`config.mk`:
```
export PLATFORM = sky130hd
export DESIGN_NAME = pat_seq
export DESIGN_NICKNAME = d
export VERILOG_FILES = /design/src/rtl/pat_pkg.sv /design/src/rtl/pat_seq.sv
export SDC_FILE = /design/constraint.sdc
export NUM_CORES = 1
export LEC_CHECK = 0
export BUFFER_PORTS_ARGS = -buffer_cell sky130_fd_sc_hd__buf_2
export CORE_ASPECT_RATIO = 0.75
export CORE_MARGIN = 2
export CORE_UTILIZATION = 52
export CTS_CLUSTER_DIAMETER = 200
export DETAILED_ROUTE_END_ITERATION = 8
export PLACE_DENSITY = 0.8
export RECOVER_POWER = 100
export SLEW_MARGIN = 0
export SYNTH_ARGS = -nofsm -noshare
export SYNTH_HDL_FRONTEND = slang
export SYNTH_SLANG_ARGS = --single-unit
```
`constraint.sdc`:
```
create_clock -name clk -period 2.6 [get_ports clk]
set_input_delay 0.26 -clock clk [delete_from_list [all_inputs] [get_ports clk]]
set_output_delay 0.26 -clock clk [all_outputs]
set_load 0.01 [all_outputs]
```
`src/rtl/pat_pkg.sv`:
```
`default_nettype none

package pat_pkg;

	localparam int KIND_W      = 2;
	localparam int OFFSET_W    = 24;
	localparam int ANGLE_W     = 16;
	localparam int FACTOR_W    = 16;
	localparam int INDEX_W     = 2;
	localparam int TRIG_W      = 32;
	localparam int Z_W         = 26;
	localparam int ANG_RED_W   = 17;
	localparam int TABLE_IDX_W = 5;
	localparam int PC_W        = 5;

	localparam int ANGLE_SCALE_SH = 10;
	localparam int Q8_SHIFT       = 8;
	localparam int Q30_SHIFT      = 30;
	localparam int ROUND_Q8       = 1 << (Q8_SHIFT - 1);
	localparam int ROUND_Q30      = 1 << (Q30_SHIFT - 1);
	localparam int RESET_HALF     = 25600;

	localparam logic signed [ANG_RED_W-1:0] FULL_TURN    = 17'sd23040;
	localparam logic signed [ANG_RED_W-1:0] HALF_TURN    = 17'sd11520;
	localparam logic signed [ANG_RED_W-1:0] QUARTER_TURN = 17'sd5760;
	localparam logic signed [TRIG_W-1:0]    CORDIC_GAIN  = 32'sd652032874;

	typedef logic [PC_W-1:0] pc_t;

	localparam pc_t PC_IDLE      = 5'd0;
	localparam pc_t PC_TRANSLATE = 5'd1;
	localparam pc_t PC_SCALE     = 5'd6;
	localparam pc_t PC_ROTATE    = 5'd12;
	localparam pc_t PC_ROT_LOOP  = 5'd15;

	typedef enum logic [KIND_W-1:0] {
		KIND_TRANSLATE = 2'd0,
		KIND_ROTATE    = 2'd1,
		KIND_SCALE     = 2'd2,
		KIND_NONE      = 2'd3
	} kind_t;

	typedef enum logic {MA_X, MA_Y} mul_a_t;
	typedef enum logic [1:0] {MB_COS, MB_SIN, MB_FX, MB_FY} mul_b_t;
	typedef enum logic [2:0] {ACC_HOLD, ACC_LOAD, ACC_ADD, ACC_SUB, ACC_TX, ACC_TY} acc_op_t;
	typedef enum logic [1:0] {SH_0, SH_8, SH_30} rnd_sh_t;
	typedef enum logic [1:0] {SD_NONE, SD_X, SD_Y} sat_dst_t;
	typedef enum logic [2:0] {SQ_IDLE, SQ_NEXT, SQ_PREP, SQ_ITER, SQ_FIN, SQ_EMIT} seq_op_t;

	typedef struct packed {
		seq_op_t  seq;
		logic     mul_en;
		mul_a_t   mul_a;
		mul_b_t   mul_b;
		acc_op_t  acc_op;
		logic     rnd_en;
		rnd_sh_t  rnd_sh;
		sat_dst_t sat_dst;
		pc_t      target;
	} ctrl_t;

	localparam ctrl_t CTRL_NOP = '{
		seq:     SQ_NEXT,
		mul_en:  1'b0,
		mul_a:   MA_X,
		mul_b:   MB_COS,
		acc_op:  ACC_HOLD,
		rnd_en:  1'b0,
		rnd_sh:  SH_0,
		sat_dst: SD_NONE,
		target:  PC_IDLE
	};

	// atan(2^-i) in degrees, Q.16
	function automatic logic signed [Z_W-1:0] atan_q16(input logic [TABLE_IDX_W-1:0] idx);
		case (idx)
			5'd0:    return 26'sd2949120;
			5'd1:    return 26'sd1740967;
			5'd2:    return 26'sd919879;
			5'd3:    return 26'sd466945;
			5'd4:    return 26'sd234379;
			5'd5:    return 26'sd117304;
			5'd6:    return 26'sd58666;
			5'd7:    return 26'sd29335;
			5'd8:    return 26'sd14668;
			5'd9:    return 26'sd7334;
			5'd10:   return 26'sd3667;
			5'd11:   return 26'sd1833;
			5'd12:   return 26'sd917;
			5'd13:   return 26'sd458;
			5'd14:   return 26'sd229;
			5'd15:   return 26'sd115;
			5'd16:   return 26'sd57;
			5'd17:   return 26'sd29;
			5'd18:   return 26'sd14;
			5'd19:   return 26'sd7;
			5'd20:   return 26'sd4;
			5'd21:   return 26'sd2;
			5'd22:   return 26'sd1;
			default: return 26'sd0;
		endcase
	endfunction

	// square at plus or minus 100, pattern repeats every four corners
	function automatic logic signed [31:0] reset_x(input logic [1:0] idx);
		case (idx)
			2'd1, 2'd2: return 32'(RESET_HALF);
			default:    return -32'(RESET_HALF);
		endcase
	endfunction

	function automatic logic signed [31:0] reset_y(input logic [1:0] idx);
		case (idx)
			2'd2, 2'd3: return 32'(RESET_HALF);
			default:    return -32'(RESET_HALF);
		endcase
	endfunction

endpackage

`default_nettype wire

```
`src/rtl/pat_seq.sv`:
```
`default_nettype none

module pat_seq import pat_pkg::*; #(
	parameter int CORNER_COUNT = 4,
	parameter int CORDIC_STEPS = 16,
	localparam int CI_W = $clog2(CORNER_COUNT),
	localparam int IT_W = $clog2(CORDIC_STEPS)
) (
	input  wire logic              clk,
	input  wire logic              arst_n,
	input  wire logic              start,
	input  wire logic [KIND_W-1:0] kind,
	input  wire logic              out_busy,
	output ctrl_t                  ctrl,
	output logic [CI_W-1:0]        ci,
	output logic [IT_W-1:0]        it,
	output logic                   idle,
	output logic                   emit
);

	pc_t             pc_q;
	logic [CI_W-1:0] ci_q;
	logic [IT_W-1:0] it_q;

	function automatic ctrl_t ucode(input pc_t addr);
		ctrl_t w;
		w = CTRL_NOP;
		case (addr)
			// translate, one corner
			PC_TRANSLATE: begin
				w.acc_op = ACC_TX;
			end
			PC_TRANSLATE + PC_W'(1): begin
				w.rnd_en = 1'b1; w.rnd_sh = SH_0; w.acc_op = ACC_TY;
			end
			PC_TRANSLATE + PC_W'(2): begin
				w.sat_dst = SD_X; w.rnd_en = 1'b1; w.rnd_sh = SH_0;
			end
			PC_TRANSLATE + PC_W'(3): begin
				w.sat_dst = SD_Y;
			end
			PC_TRANSLATE + PC_W'(4): begin
				w.seq = SQ_EMIT; w.target = PC_TRANSLATE;
			end
			// scale, one corner
			PC_SCALE: begin
				w.mul_en = 1'b1; w.mul_a = MA_X; w.mul_b = MB_FX;
			end
			PC_SCALE + PC_W'(1): begin
				w.acc_op = ACC_LOAD; w.mul_en = 1'b1; w.mul_a = MA_Y; w.mul_b = MB_FY;
			end
			PC_SCALE + PC_W'(2): begin
				w.rnd_en = 1'b1; w.rnd_sh = SH_8; w.acc_op = ACC_LOAD;
			end
			PC_SCALE + PC_W'(3): begin
				w.sat_dst = SD_X; w.rnd_en = 1'b1; w.rnd_sh = SH_8;
			end
			PC_SCALE + PC_W'(4): begin
				w.sat_dst = SD_Y;
			end
			PC_SCALE + PC_W'(5): begin
				w.seq = SQ_EMIT; w.target = PC_SCALE;
			end
			// rotate: cordic, then one corner per loop
			PC_ROTATE: begin
				w.seq = SQ_PREP;
			end
			PC_ROTATE + PC_W'(1): begin
				w.seq = SQ_ITER;
			end
			PC_ROTATE + PC_W'(2): begin
				w.seq = SQ_FIN;
			end
			PC_ROT_LOOP: begin
				w.mul_en = 1'b1; w.mul_a = MA_X; w.mul_b = MB_COS;
			end
			PC_ROT_LOOP + PC_W'(1): begin
				w.acc_op = ACC_LOAD; w.mul_en = 1'b1; w.mul_a = MA_Y; w.mul_b = MB_SIN;
			end
			PC_ROT_LOOP + PC_W'(2): begin
				w.acc_op = ACC_SUB; w.mul_en = 1'b1; w.mul_a = MA_X; w.mul_b = MB_SIN;
			end
			PC_ROT_LOOP + PC_W'(3): begin
				w.rnd_en = 1'b1; w.rnd_sh = SH_30; w.acc_op = ACC_LOAD;
				w.mul_en = 1'b1; w.mul_a = MA_Y; w.mul_b = MB_COS;
			end
			PC_ROT_LOOP + PC_W'(4): begin
				w.sat_dst = SD_X; w.acc_op = ACC_ADD;
			end
			PC_ROT_LOOP + PC_W'(5): begin
				w.rnd_en = 1'b1; w.rnd_sh = SH_30;
			end
			PC_ROT_LOOP + PC_W'(6): begin
				w.sat_dst = SD_Y;
			end
			PC_ROT_LOOP + PC_W'(7): begin
				w.seq = SQ_EMIT; w.target = PC_ROT_LOOP;
			end
			default: begin
				w.seq = SQ_IDLE;
			end
		endcase
		return w;
	endfunction

	assign ctrl = ucode(pc_q);
	assign ci   = ci_q;
	assign it   = it_q;
	assign idle = (ctrl.seq == SQ_IDLE);
	assign emit = (ctrl.seq == SQ_EMIT) && !out_busy;

	always_ff @(posedge clk or negedge arst_n) begin
		if (!arst_n) begin
			pc_q <= PC_IDLE;
			ci_q <= '0;
			it_q <= '0;
		end else begin
			case (ctrl.seq)
				SQ_IDLE: begin
					if (start) begin
						case (kind_t'(kind))
							KIND_TRANSLATE: pc_q <= PC_TRANSLATE;
							KIND_ROTATE:    pc_q <= PC_ROTATE;
							KIND_SCALE:     pc_q <= PC_SCALE;
							default:        pc_q <= PC_IDLE;
						endcase
					end
				end
				SQ_ITER: begin
					if (it_q == IT_W'(CORDIC_STEPS - 1)) begin
						it_q <= '0;
						pc_q <= pc_q + 1'b1;
					end else begin
						it_q <= it_q + 1'b1;
					end
				end
				SQ_EMIT: begin
					if (!out_busy) begin
						if (ci_q == CI_W'(CORNER_COUNT - 1)) begin
							ci_q <= '0;
							pc_q <= PC_IDLE;
						end else begin
							ci_q <= ci_q + 1'b1;
							pc_q <= ctrl.target;
						end
					end
				end
				default: begin
					pc_q <= pc_q + 1'b1;
				end
			endcase
		end
	end

endmodule

`default_nettype wire

```
==> results.sh, run 1 <==
export IMPL_maxCapViolCount=0
export IMPL_syn_nets=171
export IMPL_hold_start="out_busy"
export IMPL_hold_path_class="input pin to flip-flop"
export IMPL_cp_buffers_inverters=3
export IMPL_grt_pass1_vias=1146
export IMPL_die_w_um=60.02
export IMPL_ff2ff_path_depth=11
export IMPL_timing_final_crit_share_pct=95.65
export IMPL_synthTopCellsByArea="dfrtp_1, ha_1, a21oi_1"
export IMPL_critPathMaxFanout=6
export IMPL_finalSetupTns_ps=0
export IMPL_finalHoldViolations=0
export IMPL_ys_seq_area_share_pct=22.49
export IMPL_final_nets=203
export IMPL_gp_congestion=0.9584
export IMPL_synthSimpleGateAreaFrac_pct=26.38
export IMPL_critPathRequiredTime_ps=2340
export IMPL_cts_tree="done"
export IMPL_setup_viol=0
export IMPL_r2r_end="pc_q[2]"
export IMPL_core_um2=2271
export IMPL_synth_cell_type_count=45
export IMPL_cp_start_kind="flip-flop"
export IMPL_fillCellCount=218
export IMPL_ir_drop_mv=0.6840
export IMPL_ant_nets=0
export IMPL_rows=15
export IMPL_synth_area_per_cell_um2=7.844
export IMPL_synth_compound_area_share_pct=24.74
export IMPL_cts_buffer_depth=2
export IMPL_slew_headroom_pct=59.10
export IMPL_antenna_cells=0
export IMPL_whs_endpoint="ci[1]"
export IMPL_clk_latency_ps=280
export IMPL_via_count=1283
export IMPL_yosysWarnings=0
export IMPL_die_h_um=46.01
export IMPL_cts_sinks=11
export IMPL_slowest_stage="dfrtp_1"
export IMPL_grt_max_degree=22
export IMPL_ios=34
export IMPL_synth_top_family_by_area="simple AND/OR/NAND/NOR gates"
export IMPL_synth_xor_xnor_area_share_pct=0.7157
export IMPL_drive_above_1_share_pct=26.20
export IMPL_total_power_mw=2.182
export IMPL_drc=0
export IMPL_clk_pin_slew_ps=80
export IMPL_hold_depth=3
export IMPL_start_util_pct=53.88
export IMPL_crit_family="simple AND/OR/NAND/NOR gates"
export IMPL_ys_ff_latch=11
export IMPL_area_delta_synth_final_pct=16.77
export IMPL_htree_num_levels=1
export IMPL_max_stage_delay_ps=420
export IMPL_grt_usage_pct=24.60
export IMPL_yosys_area_top_type_share_pct=22.49
export IMPL_synth_largest_area_cell="dfrtp_1"
export IMPL_gr_total_overflow=0
export IMPL_grt_first_pass_wirelength_um=5099
export IMPL_hold_ws_ps=364.4
export IMPL_crit_type="flip-flop to output port"
export IMPL_fin_skew_ps=5.485
export IMPL_r2r_start="pc_q[1]"
export IMPL_antenna_found_initial=0
export IMPL_wire_per_inst_um=15.05
export IMPL_pre_cts_ws_ps=128.3
export IMPL_firstDrtPassIters=4
export IMPL_status="finished, final reports clean"
export IMPL_tightest_slew_ps=613.5
export IMPL_setup_slack_ps=113.1
export IMPL_die_area_um2=2761
export IMPL_rrSetupSlack_ps=130
export IMPL_period_needed_ps=2487
export IMPL_synth_common_cells="nand2_1, nor2_1, a21oi_1"
export IMPL_synth_edf_count=0
export IMPL_syn_instance_count=156
export IMPL_muxShareOfSynthArea_pct=5.215
export IMPL_root_buffer="clkbuf_4"
export IMPL_yosys_area_share_adder_pct=9.202
export IMPL_wl_um=3325
export IMPL_powerDensity_nw_per_um2=1527
export IMPL_slew_violations=0
export IMPL_io_buffers=32
export IMPL_drtIter0Drc=127
export IMPL_dp_hpwl_um=2428
export IMPL_netlist_area_um2=1224
export IMPL_async_flop_share_pct=100.0
export IMPL_cts_buffers=3
export IMPL_path_cells="inv_2 -> ha_1 -> nand2_1 -> nor2_2 -> nor4b_1 -> and3_4 -> buf_4 -> buf_2"
export IMPL_vias_per_cell=5.805
export IMPL_clock_fmax_ghz=0.4021
export IMPL_endpoint_kind="output port"
export IMPL_synth_ff_type="dfrtp_1"
export IMPL_critPathArrivalTime_ps=2230
export IMPL_total_leakage_power_nw=0.6364
-- cell usage in the layout, fill, tap and decap left out, types with 2 or more instances in the layout --
cell,count
ha_1,7
clkbuf_4,3
mux2_2,3
a221oi_1,3
nor3_1,3
nand3_1,6
o22ai_1,5
dfrtp_1,8
o21bai_1,4
nand2_1,16
a21oi_2,2
inv_1,9
clkbuf_1,17
nor2b_1,2
o21ai_1,2
a21oi_1,13
o21ai_0,4
buf_4,4
mux2i_1,3
nand2b_1,6
inv_2,2
buf_2,16
nor2_1,13
dfrtp_2,3
or2_2,2
a31oi_1,2
nor2_2,4
-- routing by layer --
| layer | global-route usage, % | routed length (µm) | vias to the layer above |
|---|---|---|---|
| met1 | 34.77 | 1432 | 605 |
| met4 | 4.889 | 59 | 0 |
| met5 | 0 | 0 | - |
| met2 | 38.04 | 1565 | 63 |
| li1 | - | - | 605 |
| met3 | 6.250 | 267 | 10 |
-- worst reg2reg max path: cells and delay by family, from the launching register on --
family	cells	cell delay (ps)
adder cells (fa/ha/maj)	1	220
AO/OA/AOI/OAI	5	850
flip-flops	1	410
buffers and inverters	3	460
AND/OR/NAND/NOR	2	410
-- flip-flops by register name (all words and copies together) (netlist names) --
register,count
pc_q,5
it,4
ci,2
-- what timing repair did --
action                     in CTS  in global routing
pin swaps                       1                  3
buffers inserted                1                  1
setup endpoints to repair       2                  7
hold endpoints to repair       11                  0
gates cloned                    0                  0
resized for setup               3                 14
hold buffers                    1                  0
-- area by class of cell --
cell class | count | area [µm²] | area share, %
Tap cell | 34 | 42.54 | 2.977
Sequential cell | 11 | 279.0 | 19.53
Clock buffer | 3 | 22.52 | 1.576
Inverter | 11 | 41.29 | 2.890
Multi-Input combinational cell | 123 | 854.6 | 59.81
Clock inverter | 1 | 5.005 | 0.3503
Timing Repair Buffer | 38 | 183.9 | 12.87
-- cells by family (layout without fill, tap and decap cells) --
group	after synthesis	after routing
simple gates	62	62
compound gates	44	44
buf+inv	22	53
flops	11	11
fa+ha+maj	9	9
mux	6	6
other cells	1	1
xor+xnor	1	1
-- how the worst max path moves through the flow --
| stage | from | endpoint | slack, ps | cells past startpoint |
|---|---|---|---|---|
| CTS | pc_q[0] | emit | 10 | 9 |
| floorplan | pc_q[1] | ci[0] | 370 | 8 |
| finish | pc_q[0] | idle | 110 | 8 |
| detailed placement | pc_q[0] | pc_q[2] | 130 | 9 |
| global route | pc_q[1] | pc_q[2] | -10 | 11 |
| global placement | pc_q[4] | pc_q[1] | 280 | 6 |
-- power by group --
part	switching, mW	leakage, nW	internal [mW]	total, mW
clock network	0.0648	0.0177	0.0571	0.122
logic	0.959	0.482	0.708	1.67
registers	0.144	0.137	0.250	0.393
total	1.17	0.636	1.01	2.18
-- metrics by stage --
stage	instances	utilization [%]	area, µm²
3_5_place_dp	214	59.72	1356
3_3_place_gp	214	59.72	1356
6_report	221	62.92	1429
4_1_cts	220	61.98	1408
2_1_floorplan	156	-	1224
5_1_grt	221	62.92	1429
Note: power is estimated with default switching activity, not from simulation.
==> run 2, diff against run 1 <==
ABC_AREA = 1   (was unset)
PLACE_DENSITY = 0.79   (was 0.8)
SLEW_MARGIN = 20   (was 0)
==> run 2 against run 1 <==
  * Critical path depth is 2 higher
  * Largest cell class unchanged
  * Synthesized cell count grew 33%
  * Worst hold slack got worse by 83 ps
  * Design area up 5.9%
  * Cell count rose by 26%
  * Routed wire length is the same
  * Setup slack better by 16 ps
  * Clock power shrank 4%
  * Combinational power fell by 11%
  * Global-route usage decreased by 0.61 points
  * Count of clock-buffer cells in the layout grew 1
  * Total power down 11%
==> results.sh, run 2 <==
export IMPL_status="finished, final reports clean"
export IMPL_grt_first_pass_wirelength_um=4940
export IMPL_synth_area_per_cell_um2=6.087
export IMPL_async_flop_share_pct=100.0
export IMPL_tightest_slew_ps=566.1
export IMPL_critPathMaxFanout=7
export IMPL_max_stage_delay_ps=420
export IMPL_drive_above_1_share_pct=17.62
export IMPL_cp_start_kind="flip-flop"
export IMPL_cts_tree="done"
export IMPL_mostFrequentLayoutCell="nand2_1"
export IMPL_regMostFlops="pc_q"
export IMPL_cts_buffer_depth=2
export IMPL_root_buffer="clkbuf_4"
export IMPL_die_h_um=46.63
export IMPL_cts_sinks=11
export IMPL_crit_type="flip-flop to output port"
export IMPL_clk_latency_ps=270
export IMPL_gp_congestion=1.017
export IMPL_fin_skew_ps=2.389
export IMPL_total_leakage_power_nw=0.9105
export IMPL_path_cells="ha_1 -> inv_1 -> nor2_2 -> nand2_1 -> nand2_1 -> nor2_2 -> a21oi_2 -> nand2_4 -> nor2_4 -> buf_2"
export IMPL_critPathRequiredTime_ps=2340
export IMPL_cp_buffers_inverters=2
export IMPL_ant_nets=0
export IMPL_synth_common_cells="nand2_1, nor2_1, inv_1"
export IMPL_pre_cts_ws_ps=321.1
export IMPL_die_area_um2=2837
export IMPL_syn_instance_count=207
export IMPL_powerDensity_nw_per_um2=1280
export IMPL_ys_ff_latch=11
export IMPL_syn_nets=222
export IMPL_critPathArrivalTime_ps=2210
export IMPL_wl_um=3325
export IMPL_ys_seq_area_share_pct=21.85
export IMPL_wire_per_inst_um=11.96
export IMPL_die_w_um=60.84
export IMPL_rrSetupSlack_ps=430
export IMPL_synth_ff_type="dfrtp_1"
export IMPL_endpoint_kind="output port"
export IMPL_timing_final_crit_share_pct=95.04
export IMPL_antenna_cells=0
export IMPL_io_buffers=32
export IMPL_drtIter0Drc=86
export IMPL_finalHoldViolations=0
export IMPL_hold_path_class="input pin to flip-flop"
export IMPL_final_cell_mix="nand2_1, inv_1, nor2_1"
export IMPL_slew_headroom_pct=62.26
export IMPL_fillCellCount=252
export IMPL_yosys_area_top_type_share_pct=21.85
export IMPL_synthTopCellsByArea="dfrtp_1, nand2_1, ha_1"
export IMPL_period_needed_ps=2471
export IMPL_slew_violations=0
export IMPL_htree_num_levels=1
export IMPL_yosysWarnings=0
export IMPL_clk_pin_slew_ps=70
export IMPL_setup_slack_ps=129.0
export IMPL_crit_family="simple AND/OR/NAND/NOR gates"
export IMPL_ios=34
export IMPL_ir_drop_mv=0.6801
export IMPL_synth_most_common_cell="nand2_1"
export IMPL_drc=0
export IMPL_via_count=1427
export IMPL_grt_usage_pct=23.98
export IMPL_core_um2=2290
export IMPL_gr_total_overflow=0
export IMPL_clock_fmax_ghz=0.4047
export IMPL_maxCapViolCount=0
export IMPL_netlist_area_um2=1260
export IMPL_area_delta_synth_final_pct=20.06
export IMPL_final_nets=260
export IMPL_grt_pass1_vias=1081
export IMPL_cts_buffers=3
export IMPL_dp_hpwl_um=2520
export IMPL_setup_viol=0
export IMPL_synth_edf_count=0
export IMPL_synth_cell_type_count=29
export IMPL_grt_max_degree=12
export IMPL_fin_area_um2=1513
export IMPL_start_util_pct=55.03
export IMPL_place_area_um2=1429
export IMPL_firstDrtPassIters=4
export IMPL_largest_register_ffs=5
export IMPL_synth_largest_area_cell="dfrtp_1"
export IMPL_antenna_found_initial=0
export IMPL_fin_util_pct=66.07
export IMPL_slowest_stage="dfrtp_1"
export IMPL_vias_per_cell=5.133
export IMPL_rows=15
run 2: changes by cell type in the layout (fill, tap and decap cells not counted), moves of 4 or more:
cell and change:
o22ai_1 -4, nand2b_1 -6, nor2_1 +13, nor2_4 +4, nand4_1 +6, nand3_1 +7, a21oi_1 -10, inv_1 +20
nand2_1 +52, o21bai_1 -4
run 2: kinds of logic (layout without fill, tap and decap cells):
group	Yosys count	count (layout)	share of synthesized area, %
muxes	1	1	0.7945
AOI/OAI and AO/OA	15	15	6.952
xor gates and xnor gates	3	3	2.086
and+or+nand+nor	131	131	46.87
DFF	11	11	21.85
buffers and inverters	36	73	12.21
other	1	1	0.2976
adders and majority gates	9	9	8.938
run 2: worst paths after layout:
path,from,depth (start not counted),endpoint
worst max-delay path,pc_q[0],10,emit
worst min-delay path,out_busy,3,ci[1]
worst max register to register,pc_q[0],12,pc_q[4]
worst min register to register,it[2],1,it[2]
max in group asynchronous,arst_n,2,pc_q[1]
min in group asynchronous,arst_n,2,it[0]
run 2: layout make-up:
type / count / area [µm²] / area share, %
well taps: 34 / 42.54 / 2.812
repair buffers: 37 / 176.4 / 11.66
flip-flops and latches: 11 / 276.5 / 18.28
inverters: 32 / 120.1 / 7.940
clock buffers: 4 / 26.28 / 1.737
multi-input cells: 160 / 870.8 / 57.57
run 2: through the flow:
step | hold WS [ps] | cells | setup TNS (ps) | total power, mW
after CTS | 282.4 | 274 | 0 | 1.802
after floorplan | -35.59 | 207 | 0 | 1.322
after global placement | 138.9 | 269 | 0 | 1.666
final | 281.1 | 278 | 0 | 1.936
after global routing | 306.5 | 278 | -35.90 | 2.123
after detailed placement | 139.6 | 269 | 0 | 1.677
run 2: what timing repair did:
item / 4_1_cts / 5_1_grt
hold buffers: 1 / 0
resized for setup: 0 / 13
buffers inserted: 0 / 4
hold endpoints to repair: 11 / 0
endpoints found under the setup margin: 0 / 2
run 2: routing by layer:
layer	GRT usage (%)	wire length, µm
met1	38.28	1639
met2	31.40	1326
met3	7.584	342
met4	2.609	17
met5	0	0
run 2: where the power goes:
group | total (mW) | switching, mW | internal [mW] | leakage, nW
logic | 1.48 | 0.968 | 0.513 | 0.755
clock network | 0.117 | 0.0576 | 0.0595 | 0.0150
registers | 0.338 | 0.0946 | 0.244 | 0.140
total | 1.94 | 1.12 | 0.816 | 0.911
run 2: worst min-delay path: cells and delay by family:
kind,cells,cell delay [ps]
AOI/OAI and AO/OA,1,90
buffers and inverters,1,120
and+or+nand+nor,1,50
